`config.mk`:
```
export PLATFORM = sky130hd
export DESIGN_NAME = arp_responder_cache
export DESIGN_NICKNAME = d
export VERILOG_FILES = /design/src/hw/rtl/arpc_pkg.sv /design/src/hw/rtl/arp_responder_cache.sv
export SDC_FILE = /design/constraint.sdc
export NUM_CORES = 2
export LEC_CHECK = 0
export ABC_AREA = 1
export BUFFER_PORTS_ARGS = -buffer_cell sky130_fd_sc_hd__buf_4
export CAP_MARGIN = 10
export CORE_MARGIN = 5
export CORE_UTILIZATION = 25
export DETAILED_ROUTE_END_ITERATION = 7
export PLACE_DENSITY = 0.51
export SYNTH_ARGS = -nofsm -noshare
export SYNTH_HDL_FRONTEND = slang
export SYNTH_SLANG_ARGS = --single-unit
```
`constraint.sdc`:
```
create_clock -name i_clk -period 17 [get_ports i_clk]
set_input_delay 3.4 -clock i_clk [delete_from_list [all_inputs] [get_ports i_clk]]
set_output_delay 3.4 -clock i_clk [all_outputs]
set_load 0.05 [all_outputs]
```
`src/hw/rtl/arpc_pkg.sv`:
```
// Package for the ARP responder and address cache.
// Holds the sequencer states, operation and status codes, protocol constants and field widths.
// No dependencies; used by arp_responder_cache.
`default_nettype none

package arpc_pkg;

    // Default number of cache entries.
    localparam int unsigned CACHE_ENTRIES_DEF = 16;

    // Configuration port address width (registers at byte addresses 0, 8 and 16).
    localparam int unsigned APB_AW = 5;
    localparam int unsigned APB_DW = 64;

    // Stream widths.
    localparam int unsigned S_TDATA_W = 192;
    localparam int unsigned S_TUSER_W = 2;
    localparam int unsigned M_TDATA_W = 184;
    localparam int unsigned M_TUSER_W = 3;

    localparam int unsigned MAC_W = 48;
    localparam int unsigned IP_W  = 32;

    // Protocol constants.
    localparam logic [10:0] MIN_LEN     = 11'd28;
    localparam logic [15:0] HW_ETHERNET = 16'h0001;
    localparam logic [15:0] PROTO_IPV4  = 16'h0800;
    localparam logic [7:0]  HW_LEN      = 8'd6;
    localparam logic [7:0]  PROTO_LEN   = 8'd4;
    localparam logic [15:0] OPC_REQUEST = 16'd1;
    localparam logic [15:0] OPC_REPLY   = 16'd2;
    localparam logic [47:0] MAC_BCAST   = 48'hFFFF_FFFF_FFFF;
    localparam int unsigned MCAST_BIT   = 40;

    // Register indexes on the configuration port (paddr[4:3]).
    typedef enum logic [1:0] {
        REG_LOCAL_MAC      = 2'd0,
        REG_LOCAL_IP       = 2'd1,
        REG_LOCAL_IP_VALID = 2'd2,
        REG_NONE           = 2'd3
    } t_reg;

    typedef enum logic [1:0] {
        OP_RECEIVE = 2'd0,
        OP_LOOKUP  = 2'd1,
        OP_REQUEST = 2'd2,
        OP_CLEAR   = 2'd3
    } t_op;

    typedef enum logic [2:0] {
        ST_DROPPED  = 3'd0,
        ST_ACCEPTED = 3'd1,
        ST_REPLIED  = 3'd2,
        ST_REQ_SENT = 3'd3,
        ST_REQ_REF  = 3'd4,
        ST_HIT      = 3'd5,
        ST_MISS     = 3'd6,
        ST_CLEARED  = 3'd7
    } t_status;

    typedef enum logic [1:0] {
        FOP_NONE    = 2'd0,
        FOP_REQUEST = 2'd1,
        FOP_REPLY   = 2'd2
    } t_fop;

    typedef enum logic [2:0] {
        S_IDLE,
        S_CHECK,
        S_SCAN,
        S_WRITE,
        S_OUT
    } t_state;

endpackage : arpc_pkg

`default_nettype wire

```
`src/hw/rtl/arp_responder_cache.sv`:
```
// ARP responder with a small IPv4-to-MAC address cache, top level.
// Depends on arpc_pkg for codes, constants and widths.
// Holds the sequencer, the cache memory, the configuration registers and the result register.
//
//  Channel   | Direction | Handshake                | Contents
//  ----------+-----------+--------------------------+-------------------------------------
//  s_axis    | in        | tvalid/tready            | one operation with a parsed ARP packet
//  m_axis    | out       | tvalid/tready            | one result per operation
//  APB       | in        | psel/penable, pready = 1 | local_mac, local_ip, local_ip_valid
//
// An item is taken in the idle state and checked in the check state; then follow a scan of the
// cache that reads one entry a cycle through the single, registered memory read port, a
// write-back step for a received packet, and the output state that loads the result.
// Requests, clears and dropped packets skip the scan.
// Reset clears the valid flag of every entry at once; the address and MAC storage is not cleared.
// The input is ready only while the sequencer is idle. A finished result waits in the output
// register, and a further item is taken meanwhile; it stalls in its last step until the
// result ahead has been taken.
`default_nettype none

module arp_responder_cache #(
    parameter int unsigned CACHE_ENTRIES = arpc_pkg::CACHE_ENTRIES_DEF
) (
    input  wire logic                             i_clk,
    input  wire logic                             i_rst_n,

    input  wire logic                             s_axis_tvalid,
    output logic                                  s_axis_tready,
    // From bit 0: frame_length(11), hw_type(16), proto_type(16), hw_addr_len(8),
    // proto_addr_len(8), arp_opcode(16), src_mac(48), sender_ip(32), target_ip(32), zeros.
    input  wire logic [arpc_pkg::S_TDATA_W-1:0]   s_axis_tdata,
    // From bit 0: operation(2).
    input  wire logic [arpc_pkg::S_TUSER_W-1:0]   s_axis_tuser,

    output logic                                  m_axis_tvalid,
    input  wire logic                             m_axis_tready,
    // From bit 0: cache_stored(1), frame_dest_mac(48), frame_opcode(2), frame_target_mac(48),
    // frame_target_ip(32), lookup_mac(48), zeros.
    output logic [arpc_pkg::M_TDATA_W-1:0]        m_axis_tdata,
    // From bit 0: status(3).
    output logic [arpc_pkg::M_TUSER_W-1:0]        m_axis_tuser,

    input  wire logic                             psel,
    input  wire logic                             penable,
    input  wire logic                             pwrite,
    input  wire logic [arpc_pkg::APB_AW-1:0]      paddr,
    input  wire logic [arpc_pkg::APB_DW-1:0]      pwdata,
    output logic [arpc_pkg::APB_DW-1:0]           prdata,
    output logic                                  pready
);

    localparam int unsigned IW   = (CACHE_ENTRIES > 1) ? $clog2(CACHE_ENTRIES) : 1;
    localparam int unsigned MW   = arpc_pkg::MAC_W;
    localparam int unsigned PW   = arpc_pkg::IP_W;
    localparam int unsigned EW   = MW + PW;
    localparam logic [IW-1:0] LAST = IW'(CACHE_ENTRIES - 1);

    // ------------------------------------------------------------------
    // Configuration registers
    // ------------------------------------------------------------------
    logic [MW-1:0] r_local_mac;
    logic [PW-1:0] r_local_ip;
    logic          r_local_ip_valid;
    logic          cfg_wr;
    arpc_pkg::t_reg cfg_reg;

    assign pready  = 1'b1;
    assign cfg_wr  = psel && penable && pwrite && pready;
    assign cfg_reg = arpc_pkg::t_reg'(paddr[4:3]);

    always_ff @(posedge i_clk) begin
        if (!i_rst_n) begin
            r_local_mac      <= '0;
            r_local_ip       <= '0;
            r_local_ip_valid <= 1'b0;
        end else if (cfg_wr) begin
            unique case (cfg_reg)
                arpc_pkg::REG_LOCAL_MAC:      r_local_mac      <= pwdata[MW-1:0];
                arpc_pkg::REG_LOCAL_IP:       r_local_ip       <= pwdata[PW-1:0];
                arpc_pkg::REG_LOCAL_IP_VALID: r_local_ip_valid <= pwdata[0];
                default: ;
            endcase
        end
    end

    always_comb begin
        unique case (cfg_reg)
            arpc_pkg::REG_LOCAL_MAC:      prdata = {16'h0, r_local_mac};
            arpc_pkg::REG_LOCAL_IP:       prdata = {32'h0, r_local_ip};
            arpc_pkg::REG_LOCAL_IP_VALID: prdata = {63'h0, r_local_ip_valid};
            default:                      prdata = '0;
        endcase
    end

    // ------------------------------------------------------------------
    // Latched item
    // ------------------------------------------------------------------
    arpc_pkg::t_op r_op;
    logic [10:0]   r_len;
    logic [15:0]   r_htype;
    logic [15:0]   r_ptype;
    logic [7:0]    r_hlen;
    logic [7:0]    r_plen;
    logic [15:0]   r_opcode;
    logic [MW-1:0] r_smac;
    logic [PW-1:0] r_sip;
    logic [PW-1:0] r_tip;

    // Sequencer state and scan bookkeeping.
    arpc_pkg::t_state r_state, n_state;
    logic [PW-1:0] r_key;
    logic          r_drop;
    logic [IW-1:0] r_idx;
    logic [IW-1:0] r_cmp_idx;
    logic          r_cmp_vld;
    logic          r_hit;
    logic [IW-1:0] r_hit_idx;
    logic [MW-1:0] r_hit_mac;
    logic          r_free_found;
    logic [IW-1:0] r_free_idx;
    logic          r_stored;

    // Cache storage: valid flags in flip-flops, address pairs in a memory.
    logic [CACHE_ENTRIES-1:0] r_valid;
    logic [EW-1:0]            mem [CACHE_ENTRIES];
    logic [PW-1:0]            r_rd_ip;
    logic [MW-1:0]            r_rd_mac;

    // Result register.
    logic                          r_m_valid;
    logic [arpc_pkg::M_TDATA_W-1:0] r_m_data;
    logic [arpc_pkg::M_TUSER_W-1:0] r_m_user;

    logic in_acc;
    logic out_load;
    logic drop_now;
    logic hit_now;
    logic scan_done;
    logic mem_we;
    logic [IW-1:0] mem_waddr;

    arpc_pkg::t_status res_status;
    logic              res_stored;
    logic [MW-1:0]     res_dest_mac;
    arpc_pkg::t_fop    res_fop;
    logic [MW-1:0]     res_tmac;
    logic [PW-1:0]     res_tip;
    logic [MW-1:0]     res_lmac;

    assign in_acc = s_axis_tvalid && s_axis_tready;

    // Validity checks on a received packet; any failure drops it untouched.
    assign drop_now = !r_local_ip_valid
                   || (r_len < arpc_pkg::MIN_LEN)
                   || (r_htype != arpc_pkg::HW_ETHERNET)
                   || (r_ptype != arpc_pkg::PROTO_IPV4)
                   || (r_hlen != arpc_pkg::HW_LEN)
                   || (r_plen != arpc_pkg::PROTO_LEN)
                   || ((r_opcode != arpc_pkg::OPC_REQUEST) && (r_opcode != arpc_pkg::OPC_REPLY))
                   || (r_smac == '0)
                   || r_smac[arpc_pkg::MCAST_BIT]
                   || (r_sip == '0);

    // The one comparator of the scan: the entry read last cycle against the search key.
    assign hit_now   = r_cmp_vld && r_valid[r_cmp_idx] && (r_rd_ip == r_key);
    assign scan_done = r_cmp_vld && (hit_now || (r_cmp_idx == LAST));

    // ------------------------------------------------------------------
    // Next state
    // ------------------------------------------------------------------
    always_comb begin
        n_state = r_state;
        unique case (r_state)
            arpc_pkg::S_IDLE: begin
                if (in_acc) n_state = arpc_pkg::S_CHECK;
            end
            arpc_pkg::S_CHECK: begin
                unique case (r_op)
                    arpc_pkg::OP_RECEIVE: n_state = drop_now ? arpc_pkg::S_OUT : arpc_pkg::S_SCAN;
                    arpc_pkg::OP_LOOKUP:  n_state = arpc_pkg::S_SCAN;
                    default:              n_state = arpc_pkg::S_OUT;
                endcase
            end
            arpc_pkg::S_SCAN: begin
                if (scan_done) begin
                    n_state = (r_op == arpc_pkg::OP_RECEIVE) ? arpc_pkg::S_WRITE
                                                             : arpc_pkg::S_OUT;
                end
            end
            arpc_pkg::S_WRITE: n_state = arpc_pkg::S_OUT;
            arpc_pkg::S_OUT: begin
                if (out_load) n_state = arpc_pkg::S_IDLE;
            end
            default: n_state = arpc_pkg::S_IDLE;
        endcase
    end

    // ------------------------------------------------------------------
    // Control outputs of the sequencer
    // ------------------------------------------------------------------
    always_comb begin
        s_axis_tready = (r_state == arpc_pkg::S_IDLE);
        out_load      = (r_state == arpc_pkg::S_OUT) && (!r_m_valid || m_axis_tready);
        mem_we        = (r_state == arpc_pkg::S_WRITE) && (r_hit || r_free_found);
        mem_waddr     = r_hit ? r_hit_idx : r_free_idx;
    end

    always_ff @(posedge i_clk) begin
        if (!i_rst_n) begin
            r_state <= arpc_pkg::S_IDLE;
        end else begin
            r_state <= n_state;
        end
    end

    // ------------------------------------------------------------------
    // Item capture, scan and write-back
    // ------------------------------------------------------------------
    always_ff @(posedge i_clk) begin
        if (in_acc) begin
            r_op     <= arpc_pkg::t_op'(s_axis_tuser[1:0]);
            r_len    <= s_axis_tdata[10:0];
            r_htype  <= s_axis_tdata[26:11];
            r_ptype  <= s_axis_tdata[42:27];
            r_hlen   <= s_axis_tdata[50:43];
            r_plen   <= s_axis_tdata[58:51];
            r_opcode <= s_axis_tdata[74:59];
            r_smac   <= s_axis_tdata[122:75];
            r_sip    <= s_axis_tdata[154:123];
            r_tip    <= s_axis_tdata[186:155];
        end

        unique case (r_state)
            arpc_pkg::S_CHECK: begin
                r_drop       <= drop_now;
                r_key        <= (r_op == arpc_pkg::OP_RECEIVE) ? r_sip : r_tip;
                r_idx        <= '0;
                r_hit        <= 1'b0;
                r_free_found <= 1'b0;
                r_stored     <= 1'b0;
            end
            arpc_pkg::S_SCAN: begin
                if (r_idx != LAST) r_idx <= r_idx + 1'b1;
                if (hit_now) begin
                    r_hit     <= 1'b1;
                    r_hit_idx <= r_cmp_idx;
                    r_hit_mac <= r_rd_mac;
                end else if (r_cmp_vld && !r_valid[r_cmp_idx] && !r_free_found) begin
                    r_free_found <= 1'b1;
                    r_free_idx   <= r_cmp_idx;
                end
            end
            arpc_pkg::S_WRITE: begin
                r_stored <= r_hit || r_free_found;
            end
            default: ;
        endcase
    end

    // Compare stage valid flag; cleared whenever a scan is not under way.
    always_ff @(posedge i_clk) begin
        if (!i_rst_n) begin
            r_cmp_vld <= 1'b0;
        end else begin
            r_cmp_vld <= (r_state == arpc_pkg::S_SCAN) && !scan_done;
        end
        r_cmp_idx <= r_idx;
    end

    // Valid flags: cleared by reset or a clear operation, set when a free entry is filled.
    always_ff @(posedge i_clk) begin
        if (!i_rst_n) begin
            r_valid <= '0;
        end else if ((r_state == arpc_pkg::S_CHECK) && (r_op == arpc_pkg::OP_CLEAR)) begin
            r_valid <= '0;
        end else if (mem_we && !r_hit) begin
            r_valid[mem_waddr] <= 1'b1;
        end
    end

    // Cache memory: one write port, one registered read port driven by the scan index.
    always_ff @(posedge i_clk) begin
        if (mem_we) begin
            mem[mem_waddr] <= {r_sip, r_smac};
        end
        {r_rd_ip, r_rd_mac} <= mem[r_idx];
    end

    // ------------------------------------------------------------------
    // Result assembly
    // ------------------------------------------------------------------
    always_comb begin
        res_status   = arpc_pkg::ST_DROPPED;
        res_stored   = 1'b0;
        res_dest_mac = '0;
        res_fop      = arpc_pkg::FOP_NONE;
        res_tmac     = '0;
        res_tip      = '0;
        res_lmac     = '0;
        unique case (r_op)
            arpc_pkg::OP_RECEIVE: begin
                if (!r_drop) begin
                    res_stored = r_stored;
                    // Only a request aimed at this station is answered.
                    if ((r_tip == r_local_ip) && (r_opcode == arpc_pkg::OPC_REQUEST)) begin
                        res_status   = arpc_pkg::ST_REPLIED;
                        res_dest_mac = r_smac;
                        res_fop      = arpc_pkg::FOP_REPLY;
                        res_tmac     = r_smac;
                        res_tip      = r_sip;
                    end else begin
                        res_status   = arpc_pkg::ST_ACCEPTED;
                    end
                end
            end
            arpc_pkg::OP_LOOKUP: begin
                if (r_hit) begin
                    res_status = arpc_pkg::ST_HIT;
                    res_lmac   = r_hit_mac;
                end else begin
                    res_status = arpc_pkg::ST_MISS;
                end
            end
            arpc_pkg::OP_REQUEST: begin
                if (!r_local_ip_valid || (r_tip == '0)) begin
                    res_status = arpc_pkg::ST_REQ_REF;
                end else begin
                    res_status   = arpc_pkg::ST_REQ_SENT;
                    res_dest_mac = arpc_pkg::MAC_BCAST;
                    res_fop      = arpc_pkg::FOP_REQUEST;
                    res_tip      = r_tip;
                end
            end
            default: res_status = arpc_pkg::ST_CLEARED;
        endcase
    end

    always_ff @(posedge i_clk) begin
        if (!i_rst_n) begin
            r_m_valid <= 1'b0;
        end else if (out_load) begin
            r_m_valid <= 1'b1;
        end else if (m_axis_tready) begin
            r_m_valid <= 1'b0;
        end
        if (out_load) begin
            r_m_data <= {5'b0, res_lmac, res_tip, res_tmac, res_fop, res_dest_mac, res_stored};
            r_m_user <= res_status;
        end
    end

    assign m_axis_tvalid = r_m_valid;
    assign m_axis_tdata  = r_m_data;
    assign m_axis_tuser  = r_m_user;

endmodule : arp_responder_cache

`default_nettype wire

```
==> flow_summary.toml <==
[global_route]
grt_use_met3_pct = 3.34
grtUsageMet2_pct = 21.6
antenna_found_initial = 15
overflow = 0
grt_pass1_vias = 44300
grt_pass1_wl_um = 309000
grt_busiest_layer = "met2"
use_met1_pct = 18.8
grt_max_degree = 215
grt.total_usage_pct = 13.6

[power_and_ir_drop]
power.total_uw = 14300
vdd_ir_drop_max_v = 0.000110
power_density_nw_per_um2 = 161
cellLeakagePower_uw = 0.0301

[worst_setup_path]
cp_num_buf_inv = 4
startpoint_type = "input pin"
reg2reg_depth = 9
end_kind = "output port"
crit_required_ns = 13.60
crit_slowest_cell = "clkinv_1"
cp_top_family = "buffers and inverters"
crit_type = "in -> out"
cpMostUsedCell = "buf_4"
regToRegEndpoint = "r_rd_mac[31]"
r2r-start = "r_idx[0]"
cp.arrival_ns = 4.91
rrSetupSlack_ns = 12.59
cp_cell_sequence = "buf_4, nor2_2, buf_4, clkinv_1, nor2_1, buf_4"
max_stage_delay_ns = 0.46
crit_fanout = 33

[synthesis]
muxShareOfSynthArea_pct = 1.77
synth_area_per_cell_um2 = 13.7
synth-simple-area-share_pct = 9.37
ys_types = 42
synthTopCellsByArea = "edfxtp_1 71%, nor2_1 5.4%, dfxtp_1 5.1%"
syn_area_um2 = 73400
synthCells = 5345
synth_ff_type = "edfxtp_1"
async_reset_ff_share_pct = 0
ys_warn_count = 0
synth_top_area_share_pct = 71.4
yosysMostFrequentCell = "edfxtp_1"
synth-compound-area-share_pct = 8.53
synth.largest_area_cell = "edfxtp_1"
synth_fa_ha_area_share_pct = 0.0170
synth_seq_cells = 1931
synth_edf_count = 1745
synth_common_cells = "1745 x edfxtp_1, 1050 x nor2_1, 466 x o21ai_0"
ys_seq_area_share_pct = 76.4
synth_top_family_by_area = "simple AND/OR/NAND/NOR gates"
synth_xor_area_share_pct = 0.501

[sta]
fin_crit_sh_pct = 48.9
period_needed_ns = 8.31
drv_slew = 0
setup_viol = 0
relSlewSlack_pct = 17.4
fin_ws_ns = 8.69
worst_pin_slew_ns = 1.24
finalHoldViolCount = 0
setup_tns_ns = 0
max_clock_freq_ghz = 0.120
rsz0062_at_grt = "no"
fin_skew_ns = 0.106

[clock_network]
cts_resized = 0
htreeDepth = 4
clk_latency_ns = 0.89
postCtsSetupBuffers = 0
cts_buffer_depth = 4
tritoncts = "built"
cts.sinks = 1931
root_buffer = "clkbuf_16"
cts.clk_slew.worst_paths_ns = 0.06
hold_buffers = 0
numCtsBuffers = 214

[routing]
drtIter0Drc = 3777
vias_per_cell = 4.55
num_vias = 45000
route.detailed.drc = 0
firstDrtPassIters = 5
routed_wl_um = 216000
postRouteAntennaNets = 0
wl_per_cell_um = 21.8

[run]
drv_cap = 0

[cells_and_area]
area_growth_pct = 20.4
drive_above_1_share_pct = 15.8
finalNetCount = 6082

[floorplan]
core_area_um2 = 293000
row_count = 199
dieArea_um2 = 305000
fp.dieH_um = 552
ioPinCount = 524
die_w_um = 552
initial_utilization_pct = 25.0

[worst_hold_path]
min-delay-start = "r_rd_mac[30]"
hp-class = "reg -> reg"
hold_path_depth = 0
holdPathEnd = "r_hit_mac[30]"

[placement]
gp_congestion = 0.858
dp_slack_ns = 8.70
port_buffers = 475
dp_hpwl_um = 125000

[outcome]
outcome = "finished clean"
## cell type report
type / count / area (um2)
Clock inverter: 108 / 1090
Antenna cell: 3 / 7.51
Clock buffer: 282 / 5930
Sequential cell: 1931 / 56100
Fill cell: 29500 / 205000
Multi-Input combinational cell: 2829 / 15100
Inverter: 271 / 1030
Timing Repair Buffer: 564 / 4280
Tap cell: 3919 / 4900
## kinds of logic (layout without fill, tap and decap cells)
group / after synthesis / in the layout
AO/OA/AOI/OAI: 947 / 947
XOR/XNOR: 42 / 42
adder cells (fa/ha/maj): 1 / 1
buffers and inverters: 605 / 1225
flip-flops: 1931 / 1931
multiplexers: 130 / 130
other: 2 / 25
AND/OR/NAND/NOR: 1687 / 1687
## registers in the layout, indices dropped and copies added, names as in the netlist, 48 cells and up
| signal | flops |
|---|---|
| m_axis_tdata | 179 |
| mem | 1280 |
| r_hit_mac | 48 |
| r_local_mac | 48 |
| r_rd_mac | 48 |
| r_smac | 48 |
## stage by stage
stage                     utilization (%)  instance area [um2]  cells  hold WS (ns)
final                                30.1                88400   9907         0.398
after global routing                 30.1                88400   9905         0.404
after CTS                            30.1                88400   9904         0.402
after detailed placement             27.8                81400   9514         0.389
after global placement               27.8                81400   9514         0.387
after floorplan                         -                73500   5365         0.346
## where the power goes
part / switching (uW) / internal (uW)
combinational: 2370 / 914
clock: 1900 / 2710
sequential: 463 / 5910
## worst max-delay path by stage
stage | from | endpoint | slack [ns] | cells past startpoint
global placement | paddr[4] | prdata[39] | 8.74 | 6
CTS | paddr[4] | prdata[42] | 8.70 | 6
finish | paddr[4] | prdata[42] | 8.69 | 6
floorplan | s_axis_tvalid | r_hlen[0] | 5.14 | 2
global route | paddr[4] | prdata[43] | 8.56 | 6
detailed placement | paddr[4] | prdata[42] | 8.70 | 6
## layout by cell type, fill, tap and decap left out, drive strengths merged, types with 3 or more instances in the layout
master / n
o21a: 48
dfxtp: 186
or2: 5
mux2i: 130
o32ai: 190
xnor2: 40
nand4: 52
clkbuf: 282
clkinvlp: 11
edfxtp: 1745
a21oi: 36
a22o: 31
clkinv: 73
o211ai: 30
inv: 278
o21ai: 479
buf: 564
nand3: 212
o221ai: 130
nand2: 322
conb: 22
nor3: 28
nor2: 1061
bufinv: 17
diode: 3
## metal layers
layer	part of all wire [%]	wire (um)
met2	45	98200
met1	44	95500
met3	8.3	18000
met4	2.1	4460
met5	0.0060	13
(Power assumes the default switching activity.)
